==> src/sv/lcdr_pkg.sv <==
package lcdr_pkg;

    localparam int GLYPH_W  = 40;   // glyph field width on the ports
    localparam int SLOT_W   = 3;    // slot field width on the ports
    localparam int REM_W    = 7;    // commands left in one refresh, up to 127
    localparam logic [7:0] SPACE_CODE = 8'h20;

    typedef enum logic [2:0] {
        ACT_CHAR    = 3'd0,
        ACT_GLYPH   = 3'd1,
        ACT_CLEAR   = 3'd2,
        ACT_REFRESH = 3'd3,
        ACT_POWER   = 3'd4
    } t_action;

    typedef enum logic [1:0] {
        CMD_DEFINE = 2'd0,
        CMD_WRITE  = 2'd1,
        CMD_POWER  = 2'd2
    } t_command;

    typedef struct packed {
        logic [2:0]         action;
        logic [1:0]         cell_row;
        logic [4:0]         cell_col;
        logic [7:0]         char_code;
        logic [GLYPH_W-1:0] glyph_bits;
        logic               power_on;
    } t_in_beat;

    typedef struct packed {
        logic [1:0]         command;
        logic [SLOT_W-1:0]  slot;
        logic [GLYPH_W-1:0] glyph_out;
        logic [1:0]         out_row;
        logic [4:0]         out_col;
        logic               move_cursor;
        logic [7:0]         code_out;
        logic               power_out;
        logic               last;
    } t_out_beat;

    // glyph lookup answer from the slot table
    typedef struct packed {
        logic              hit;
        logic              alloc;
        logic [SLOT_W-1:0] idx;
    } t_slot_res;

    // slot define step status
    typedef struct packed {
        logic       need;
        logic [3:0] total;
    } t_def_info;

endpackage

==> src/sv/char_lcd_refresh_engine_top.sv <==
// Channel | Valid       | Stall        | Payload
// input   | i_in_valid  | o_in_stall   | i_in  (t_in_beat)
// output  | o_out_valid | i_out_stall  | o_out (t_out_beat)
//
// Draw, clear and power beats are taken only in idle; input stalls while a result waits.
// Refresh: a scan over every cell, a count step, a define pass over the slots, then the
// write walk with an address and a data step per cell, holding while the output stalls.
// The address step is set by the single read port of the cell and shadow memories.
// Reset is synchronous; valid bits present the whole buffer as spaces at once.
// Clear drops all cell-store valid bits at once.
module char_lcd_refresh_engine_top #(
    parameter int ROWS       = 2,
    parameter int COLS       = 16,
    parameter int SLOTS      = 8,
    parameter int GLYPH_BITS = 40
) (
    input  logic               i_clk,
    input  logic               i_rst_n,
    input  logic               i_in_valid,
    output logic               o_in_stall,
    input  lcdr_pkg::t_in_beat i_in,
    output logic               o_out_valid,
    input  logic               i_out_stall,
    output lcdr_pkg::t_out_beat o_out
);
    import lcdr_pkg::*;

    localparam int CELLS = ROWS * COLS;
    localparam int IW    = (CELLS > 1) ? $clog2(CELLS) : 1;
    localparam int CW    = $clog2(CELLS + 1);
    localparam int GW    = (GLYPH_BITS < GLYPH_W) ? GLYPH_BITS : GLYPH_W;
    localparam int SIW   = (SLOTS > 1) ? $clog2(SLOTS) : 1;
    localparam int SCW   = $clog2(SLOTS + 1);

    typedef enum logic [2:0] {
        S_IDLE, S_SCAN, S_DCNT, S_DEF, S_WADDR, S_WDATA
    } t_state;

    t_state         r_state, n_state;
    logic [CW-1:0]  r_ra, n_ra;         // scan read address
    logic           r_pv, n_pv;         // scan data in flight
    logic [IW-1:0]  r_pa, n_pa;         // address of scan data
    logic [REM_W-1:0] r_wcnt, n_wcnt;   // cells that differ
    logic [REM_W-1:0] r_rem, n_rem;     // commands still to send
    logic [SIW-1:0] r_s, n_s;
    logic [IW-1:0]  r_j, n_j;
    logic [1:0]     r_wr, n_wr;
    logic [4:0]     r_wc, n_wc;
    logic           r_ck, n_ck;
    logic [1:0]     r_crow, n_crow;
    logic [5:0]     r_ccol, n_ccol;
    logic           r_pwr, n_pwr;
    logic           r_ov, n_ov;
    t_out_beat      r_out, n_out;

    // shadow of the display contents and scan results
    logic [7:0]     r_shm [CELLS];
    logic [CELLS-1:0] r_shv;
    logic [7:0]     r_shrd;
    logic           r_shrv;
    logic [8:0]     r_fm [CELLS];
    logic [8:0]     r_fmrd;

    logic           acc;
    logic           out_free;
    logic           in_bounds;
    logic [IW-1:0]  in_idx;
    logic           cs_wr;
    logic           cs_is_g;
    logic [7:0]     cs_code;
    logic [GW-1:0]  cs_glyph;
    logic           cam_clr;
    logic           look_en;
    t_slot_res      sres;
    t_def_info      dinf;
    logic [GW-1:0]  def_glyph;
    logic           def_take;
    logic [7:0]     fresh;
    logic [7:0]     shown;
    logic           diff;

    assign o_in_stall  = (r_state != S_IDLE) || r_ov;
    assign acc         = i_in_valid && !o_in_stall;
    assign out_free    = !r_ov || !i_out_stall;
    assign o_out_valid = r_ov;
    assign o_out       = r_out;

    assign in_bounds = (int'(i_in.cell_row) < ROWS) && (int'(i_in.cell_col) < COLS);
    assign in_idx    = IW'(int'(i_in.cell_row) * COLS + int'(i_in.cell_col));
    assign cs_wr     = acc && in_bounds &&
                       ((i_in.action == ACT_CHAR) || (i_in.action == ACT_GLYPH));
    assign cam_clr   = acc && (i_in.action == ACT_REFRESH);

    lcdr_cell_store #(.CELLS(CELLS), .GW(GW), .IW(IW)) u_cells (
        .i_clk         (i_clk),
        .i_rst_n       (i_rst_n),
        .i_clr         (acc && (i_in.action == ACT_CLEAR)),
        .i_wr_en       (cs_wr),
        .i_wr_idx      (in_idx),
        .i_wr_is_glyph (i_in.action == ACT_GLYPH),
        .i_wr_code     (i_in.char_code),
        .i_wr_glyph    (i_in.glyph_bits[GW-1:0]),
        .i_rd_idx      (r_ra[IW-1:0]),
        .o_rd_is_glyph (cs_is_g),
        .o_rd_code     (cs_code),
        .o_rd_glyph    (cs_glyph)
    );

    assign look_en = (r_state == S_SCAN) && r_pv && cs_is_g;

    lcdr_slot_cam #(.SLOTS(SLOTS), .GW(GW), .SIW(SIW), .SCW(SCW)) u_cam (
        .i_clk       (i_clk),
        .i_rst_n     (i_rst_n),
        .i_clr       (cam_clr),
        .i_look_en   (look_en),
        .i_glyph     (cs_glyph),
        .o_res       (sres),
        .i_def_idx   (r_s),
        .i_def_take  (def_take),
        .o_def       (dinf),
        .o_def_glyph (def_glyph)
    );

    // new code for the cell under scan
    always_comb begin
        if (!cs_is_g) begin
            fresh = cs_code;
        end else if (sres.hit || sres.alloc) begin
            fresh = 8'(sres.idx);
        end else begin
            fresh = SPACE_CODE;
        end
        shown = r_shrv ? r_shrd : SPACE_CODE;
        diff  = (fresh != shown);
    end

    always_ff @(posedge i_clk) begin
        if ((r_state == S_SCAN) && r_pv) begin
            r_shm[r_pa] <= fresh;
            r_fm[r_pa]  <= {diff, fresh};
        end
        r_shrd <= r_shm[r_ra[IW-1:0]];
        r_fmrd <= r_fm[r_j];
    end

    always_ff @(posedge i_clk) begin
        if (!i_rst_n) begin
            r_shv  <= '0;
            r_shrv <= 1'b0;
        end else begin
            if ((r_state == S_SCAN) && r_pv) begin
                r_shv[r_pa] <= 1'b1;
            end
            r_shrv <= r_shv[r_ra[IW-1:0]];
        end
    end

    assign def_take = (r_state == S_DEF) && dinf.need && out_free;

    always_comb begin
        n_state = r_state;
        n_ra    = r_ra;
        n_pv    = r_pv;
        n_pa    = r_pa;
        n_wcnt  = r_wcnt;
        n_rem   = r_rem;
        n_s     = r_s;
        n_j     = r_j;
        n_wr    = r_wr;
        n_wc    = r_wc;
        n_ck    = r_ck;
        n_crow  = r_crow;
        n_ccol  = r_ccol;
        n_pwr   = r_pwr;
        n_ov    = r_ov && i_out_stall;
        n_out   = r_out;

        unique case (r_state)
            S_IDLE: begin
                if (acc && (i_in.action == ACT_REFRESH)) begin
                    n_state = S_SCAN;
                    n_ra    = '0;
                    n_pv    = 1'b0;
                    n_wcnt  = '0;
                end else if (acc && (i_in.action == ACT_POWER) &&
                             (i_in.power_on != r_pwr)) begin
                    n_pwr           = i_in.power_on;
                    n_ov            = 1'b1;
                    n_out           = '0;
                    n_out.command   = CMD_POWER;
                    n_out.power_out = i_in.power_on;
                    n_out.last      = 1'b1;
                end
            end
            S_SCAN: begin
                if (r_pv && diff) begin
                    n_wcnt = r_wcnt + 1'b1;
                end
                if (r_ra != CW'(CELLS)) begin
                    n_ra = r_ra + 1'b1;
                    n_pv = 1'b1;
                    n_pa = r_ra[IW-1:0];
                end else begin
                    n_pv = 1'b0;
                    if (!r_pv) begin
                        n_state = S_DCNT;
                    end
                end
            end
            S_DCNT: begin
                n_rem = REM_W'(dinf.total) + r_wcnt;
                n_s   = '0;
                n_j   = '0;
                n_wr  = '0;
                n_wc  = '0;
                n_state = (n_rem == '0) ? S_IDLE : S_DEF;
            end
            S_DEF: begin
                if (!dinf.need || out_free) begin
                    if (dinf.need) begin
                        n_ov            = 1'b1;
                        n_out           = '0;
                        n_out.command   = CMD_DEFINE;
                        n_out.slot      = SLOT_W'(r_s);
                        n_out.glyph_out = GLYPH_W'(def_glyph);
                        n_out.last      = (r_rem == REM_W'(1));
                        n_rem           = r_rem - 1'b1;
                    end
                    if (r_s == SIW'(SLOTS - 1)) begin
                        n_state = S_WADDR;
                    end else begin
                        n_s = r_s + 1'b1;
                    end
                end
            end
            S_WADDR: begin
                n_state = S_WDATA;
            end
            S_WDATA: begin
                if (!r_fmrd[8] || out_free) begin
                    if (r_fmrd[8]) begin
                        n_ov              = 1'b1;
                        n_out             = '0;
                        n_out.command     = CMD_WRITE;
                        n_out.out_row     = r_wr;
                        n_out.out_col     = r_wc;
                        n_out.move_cursor = !(r_ck && (r_crow == r_wr) &&
                                              (r_ccol == {1'b0, r_wc}));
                        n_out.code_out    = r_fmrd[7:0];
                        n_out.last        = (r_rem == REM_W'(1));
                        n_rem             = r_rem - 1'b1;
                        n_ck              = 1'b1;
                        n_crow            = r_wr;
                        n_ccol            = {1'b0, r_wc} + 1'b1;
                    end
                    if (r_j == IW'(CELLS - 1)) begin
                        n_state = S_IDLE;
                    end else begin
                        n_state = S_WADDR;
                        n_j     = r_j + 1'b1;
                        if (r_wc == 5'(COLS - 1)) begin
                            n_wc = '0;
                            n_wr = r_wr + 1'b1;
                        end else begin
                            n_wc = r_wc + 1'b1;
                        end
                    end
                end
            end
            default: begin
                n_state = S_IDLE;
            end
        endcase
    end

    always_ff @(posedge i_clk) begin
        if (!i_rst_n) begin
            r_state <= S_IDLE;
            r_ra    <= '0;
            r_pv    <= 1'b0;
            r_wcnt  <= '0;
            r_rem   <= '0;
            r_s     <= '0;
            r_j     <= '0;
            r_wr    <= '0;
            r_wc    <= '0;
            r_ck    <= 1'b0;
            r_crow  <= '0;
            r_ccol  <= '0;
            r_pwr   <= 1'b1;
            r_ov    <= 1'b0;
        end else begin
            r_state <= n_state;
            r_ra    <= n_ra;
            r_pv    <= n_pv;
            r_wcnt  <= n_wcnt;
            r_rem   <= n_rem;
            r_s     <= n_s;
            r_j     <= n_j;
            r_wr    <= n_wr;
            r_wc    <= n_wc;
            r_ck    <= n_ck;
            r_crow  <= n_crow;
            r_ccol  <= n_ccol;
            r_pwr   <= n_pwr;
            r_ov    <= n_ov;
        end
        r_pa  <= n_pa;
        r_out <= n_out;
    end

endmodule

==> src/sv/lcdr_cell_store.sv <==
module lcdr_cell_store #(
    parameter int CELLS = 32,
    parameter int GW    = 40,
    parameter int IW    = 5
) (
    input  logic          i_clk,
    input  logic          i_rst_n,
    input  logic          i_clr,
    input  logic          i_wr_en,
    input  logic [IW-1:0] i_wr_idx,
    input  logic          i_wr_is_glyph,
    input  logic [7:0]    i_wr_code,
    input  logic [GW-1:0] i_wr_glyph,
    input  logic [IW-1:0] i_rd_idx,
    output logic          o_rd_is_glyph,
    output logic [7:0]    o_rd_code,
    output logic [GW-1:0] o_rd_glyph
);
    import lcdr_pkg::*;

    logic [GW+8:0] r_mem [CELLS];
    logic [CELLS-1:0] r_vld;
    logic [GW+8:0] r_rd;
    logic          r_rd_vld;

    always_ff @(posedge i_clk) begin
        if (i_wr_en) begin
            r_mem[i_wr_idx] <= {i_wr_is_glyph, i_wr_code, i_wr_glyph};
        end
        r_rd <= r_mem[i_rd_idx];
    end

    // valid bits: an invalid entry reads as a blank space cell
    always_ff @(posedge i_clk) begin
        if (!i_rst_n || i_clr) begin
            r_vld    <= '0;
            r_rd_vld <= 1'b0;
        end else begin
            if (i_wr_en) begin
                r_vld[i_wr_idx] <= 1'b1;
            end
            r_rd_vld <= r_vld[i_rd_idx];
        end
    end

    assign o_rd_is_glyph = r_rd_vld & r_rd[GW+8];
    assign o_rd_code     = r_rd_vld ? r_rd[GW+7:GW] : SPACE_CODE;
    assign o_rd_glyph    = r_rd[GW-1:0];

endmodule

==> src/sv/lcdr_slot_cam.sv <==
module lcdr_slot_cam #(
    parameter int SLOTS = 8,
    parameter int GW    = 40,
    parameter int SIW   = 3,
    parameter int SCW   = 4
) (
    input  logic                   i_clk,
    input  logic                   i_rst_n,
    input  logic                   i_clr,
    input  logic                   i_look_en,
    input  logic [GW-1:0]          i_glyph,
    output lcdr_pkg::t_slot_res    o_res,
    input  logic [SIW-1:0]         i_def_idx,
    input  logic                   i_def_take,
    output lcdr_pkg::t_def_info    o_def,
    output logic [GW-1:0]          o_def_glyph
);
    import lcdr_pkg::*;

    logic [GW-1:0]  r_pg [SLOTS];   // slots given out in this refresh
    logic [GW-1:0]  r_sg [SLOTS];   // glyphs last sent to the display
    logic [SCW-1:0] r_pc;
    logic [SLOTS-1:0] hit_vec;
    logic [SLOTS-1:0] need_vec;
    t_slot_res res;

    always_comb begin
        for (int s = 0; s < SLOTS; s++) begin
            hit_vec[s]  = (SCW'(s) < r_pc) && (r_pg[s] == i_glyph);
            need_vec[s] = (SCW'(s) < r_pc) && (r_pg[s] != r_sg[s]);
        end
    end

    always_comb begin
        res.hit   = 1'b0;
        res.alloc = 1'b0;
        res.idx   = SLOT_W'(r_pc);
        for (int s = SLOTS - 1; s >= 0; s--) begin
            if (hit_vec[s]) begin
                res.hit = 1'b1;
                res.idx = SLOT_W'(s);
            end
        end
        if (!res.hit && (r_pc < SCW'(SLOTS))) begin
            res.alloc = 1'b1;
        end
    end

    assign o_res = res;

    always_comb begin
        o_def.need  = need_vec[i_def_idx];
        o_def.total = '0;
        for (int s = 0; s < SLOTS; s++) begin
            o_def.total = o_def.total + 4'(need_vec[s]);
        end
    end

    assign o_def_glyph = r_pg[i_def_idx];

    always_ff @(posedge i_clk) begin
        if (i_look_en && res.alloc) begin
            r_pg[r_pc[SIW-1:0]] <= i_glyph;
        end
    end

    always_ff @(posedge i_clk) begin
        if (!i_rst_n) begin
            r_pc <= '0;
            for (int s = 0; s < SLOTS; s++) begin
                r_sg[s] <= '0;
            end
        end else begin
            if (i_clr) begin
                r_pc <= '0;
            end else if (i_look_en && res.alloc) begin
                r_pc <= r_pc + 1'b1;
            end
            if (i_def_take) begin
                r_sg[i_def_idx] <= r_pg[i_def_idx];
            end
        end
    end

endmodule

==> config.mk <==
export PLATFORM = sky130hd
export DESIGN_NAME = char_lcd_refresh_engine_top
export DESIGN_NICKNAME = d
export VERILOG_FILES = /design/src/sv/lcdr_pkg.sv /design/src/sv/char_lcd_refresh_engine_top.sv /design/src/sv/lcdr_cell_store.sv /design/src/sv/lcdr_slot_cam.sv
export SDC_FILE = /design/constraint.sdc
export NUM_CORES = 2
export LEC_CHECK = 0
export BUFFER_PORTS_ARGS = -buffer_cell sky130_fd_sc_hd__buf_2
export CORE_ASPECT_RATIO = 1.75
export CORE_MARGIN = 1.5
export CORE_UTILIZATION = 45
export DETAILED_ROUTE_END_ITERATION = 12
export PLACE_DENSITY_LB_ADDON = 0.15
export SLEW_MARGIN = 30
export SYNTH_ARGS = -nofsm -noshare
export SYNTH_HDL_FRONTEND = slang
export SYNTH_HIERARCHICAL = 1
export SYNTH_SLANG_ARGS = --single-unit
==> constraint.sdc <==
create_clock -name i_clk -period 23.9 [get_ports i_clk]
set_clock_uncertainty 0.15 [all_clocks]
set_input_delay 1.195 -clock i_clk [delete_from_list [all_inputs] [get_ports i_clk]]
set_output_delay 1.195 -clock i_clk [all_outputs]
set_load 0.02 [all_outputs]
==> impl_metrics.tcl <==
set metrics [dict create \
    status "complete, no violations" \
    area_delta_synth_final_pct 12.0 \
    ios 128 \
    period_share 0.302 \
    rows 243 \
    grt_pass1_vias 60800 \
    start_kind "flip-flop" \
    crit_type "flip-flop to flip-flop" \
    syn_area_mm2 0.113 \
    clock.fmax_ghz 0.138 \
    cp_common_cell "fa_1" \
    cts-resized-gates 0 \
    powerDensity_mw_per_mm2 76.1 \
    internal-power_w 0.00762 \
    power_frac_seq 0.550 \
    nFillCells 20400 \
    viasPerCell 6.20 \
    die-area_mm2 0.254 \
    dp_worst_setup_slack_ns 17.16 \
    port-buffer-count 127 \
    cts_hold_buf 0 \
    drv_slew 0 \
    place_hpwl_um 232000 \
    grt-ovfl-total 0 \
    layout-drive-gt1-share 0.249 \
    critPathMaxFanout 4 \
    timing.final.crit_period_ns 7.22 \
    routed_wl_um 370000 \
    met1_length_um 129000 \
    p_sw_w 0.00200 \
    setup_viol 0 \
    syn_nets 6116 \
    wl_per_cell_um 38.1 \
    cp_num_buf_inv 4 \
    maxCapViolCount 0 \
    worstSkewPairLatency_ns 0.98 \
    htreeDepth 4 \
    antenna_found_initial 40 \
    pwr-share-clk 0.422 \
    sw_frac_of_total 0.208 \
    cp_slowest_cell "nor4_1" \
    power_frac_comb 0.028 \
    peakVddDrop_v 0.0000588 \
    final_nets 6288 \
    holdWs_ns 0.314 \
    relSlewSlack 0.202 \
    ys_async_sr_fraction 0 \
    path_cells "xnor2_1 > nand4_1 > nor4_1 > a21oi_1 > fa_1 > inv_1 > fa_1 > inv_1 > fa_1 > ha_1 > inv_1 > fa_1 > inv_1 > fa_1 > a21o_1 > a21oi_1 > a22oi_1 > o311a_1 > a211o_1" \
    clock-sinks 2750 \
    p_total_w 0.00961 \
    post_cts_buffers 0 \
    synthTopCellsByArea "edfxtp_1 (68%), mux4_2 (14%), xnor2_1 (3.4%)" \
    worst_pin_slew_ns 1.19 \
    clock-root-buffer "clkbuf_16" \
    fp.dieW_um 382 \
    final_cells 9732 \
    yosysWarningCount 6 \
    synthCells 6027 \
    cts_tree "done" \
    hold_violations 0 \
    synth.avg_cell_area_um2 18.7 \
    top_layer "met5" \
    yosysSeqAreaShare 0.715 \
    synth_top_cell_by_area "edfxtp_1" \
    synth_cell_types 78 \
    drt_drc_violations_left 0 \
    start_util 0.452 \
    gp_congestion 1.06 \
    endpoint_kind "flip-flop" \
    met3_length_um 23800 \
    cp_top_family "adder cells" \
    grt_pass1_wl_um 507000 \
    die_h_um 665 \
    setup_tns_ns 0 \
    crit_required_ns 24.55 \
    met2_length_um 190000 \
    drt-pass1-iter-count 6 \
    clockBufferDepth 4 \
    cp.arrival_ns 7.87 \
    holdCritPathClass "flip-flop to flip-flop" \
    routed-via-count 60400 \
    grt_usage 0.292 \
    coreArea_mm2 0.250 \
    path_clk_slew_ns 0.06 \
    synthFlopType "edfxtp_1" \
    synth-seq-cells 2750 \
    antenna_left 0 \
    synth_top_area_frac 0.682 \
    grt_setup_unrepaired "false" \
    max_stage_delay_ns 0.83 \
    dpl.cell_count 9252 \
    cts_buffers 249 \
    grt_max_degree 126 \
    drt_iter0_drc 7213 \
    synth_edf_count 2564 \
    setup_slack_ns 16.68 \
    power_leakage_nw 39.0 \
]
-- cell usage after synthesis (11+ instances only) --
cell and number:
o21ai_0 29, nor2_1 484, a221oi_1 41, nand2b_1 13, dfxtp_1 186, nand4_1 122
and3_1 93, inv_1 63, o21a_1 53, nor2b_1 15, and2_1 26, nand2_1 68
nand3b_1 13, a22o_1 40, clkbuf_1 193, mux4_2 677, buf_4 49, nand3_1 41
a22oi_1 86, edfxtp_1 2564, mux2_2 70, a21oi_1 41, ha_1 21, xnor2_1 437
buf_6 13, buf_1 33, buf_2 112, nor4_1 69, mux2i_1 11, xor2_1 233
nor3_1 31
-- final timing paths --
path                     start         end  slack, ns  cells past startpoint
min                  r_shv[18]   r_shv[18]       0.31                      1
max          u_cam/r_pg[3][19]  r_state[1]      16.68                     19
min reg2reg          r_shv[18]   r_shv[18]       0.31                      1
max reg2reg  u_cam/r_pg[3][19]  r_state[1]      16.68                     19
-- metrics by stage --
step | util | cell area, µm²
2_1_floorplan | - | 113000
3_5_place_dp | 0.472 | 118000
6_report | 0.506 | 126000
3_3_place_gp | 0.471 | 118000
4_1_cts | 0.505 | 126000
5_1_grt | 0.505 | 126000
-- power groups by stage --
stage	combinational, W	clock [W]	sequential, W
finish	0.000269	0.00406	0.00528
floorplan	0.000149	0	0.00538
global placement	0.000259	0	0.00539
detailed placement	0.000265	0	0.00539
CTS	0.000266	0.00413	0.00528
global route	0.000281	0.00428	0.00528
-- sequential cells by signal, summed over array words and instances, names as in the netlist, 8 cells and up --
register and count:
o_out 63, r_fm 288, r_fmrd 9, r_shrd 8, r_shv 32, u_cam/r_pg 320
u_cam/r_sg 320, u_cells/r_mem 1568, u_cells/r_rd 49, u_cells/r_vld 32
-- metal layers --
layer / global-route usage / vias up
li1: - / 24300
met1: 0.340 / 32400
met2: 0.506 / 2767
met3: 0.0472 / 887
met4: 0.174 / 36
met5: 0 / -
-- kinds of logic (layout without fill, tap and decap cells) --
group	Yosys count	count (layout)	share of synthesized area
flip-flops	2750	2750	0.715
AND/OR/NAND/NOR	1020	1020	0.0452
multiplexers	758	758	0.143
XOR/XNOR	670	670	0.0520
buffers and inverters	468	846	0.0193
AO/OA/AOI/OAI	335	335	0.0219
adder cells (fa/ha/maj)	26	26	0.00322
other	0	20	0
-- area by class of cell --
cell class | instances | area (µm²) | area share
Sequential cell | 2750 | 80700 | 0.639
Multi-Input combinational cell | 2809 | 30700 | 0.243
Clock buffer | 322 | 6760 | 0.0535
Tap cell | 3307 | 4140 | 0.0327
Timing Repair Buffer | 321 | 2360 | 0.0187
Clock inverter | 135 | 1340 | 0.0106
Inverter | 68 | 255 | 0.00202
Antenna cell | 20 | 50.0 | 0.000396
-- worst reg2reg max path, stage by stage (launching register included) --
cell	delay, ns
edfxtp_1	0.49
xnor2_1	0.26
nand4_1	0.70
nor4_1	0.85
a21oi_1	0.36
fa_1	0.62
inv_1	0.05
fa_1	0.47
inv_1	0.05
fa_1	0.48
ha_1	0.18
inv_1	0.07
fa_1	0.53
inv_1	0.07
fa_1	0.43
a21o_1	0.18
a21oi_1	0.33
a22oi_1	0.15
o311a_1	0.39
a211o_1	0.29
-- placed cells by master (no fill, tap or decap), types with 14 or more instances in the layout --
master and instances:
ha_1 21, nand3_1 41, dfxtp_1 175, nor2_1 427
buf_2 127, nor2_2 14, o21a_1 53, xor2_1 227
clkbuf_16 253, mux2_2 70, a22oi_1 86, diode_2 20
buf_4 178, clkinv_2 44, inv_1 61, o21ai_0 29
edfxtp_1 2564, nor4_1 57, nand4_1 122, xnor2_1 425
nand2_1 52, nor4_2 15, a22o_1 40, nor3_1 27
mux4_2 677, a21oi_1 40, bufinv_16 25, and2_1 25
a221oi_1 41, clkinv_1 46, and3_1 89, clkbuf_1 52
clkbuf_8 17, nor2_4 43
No activity file was read; power rests on OpenSTA's default activity.
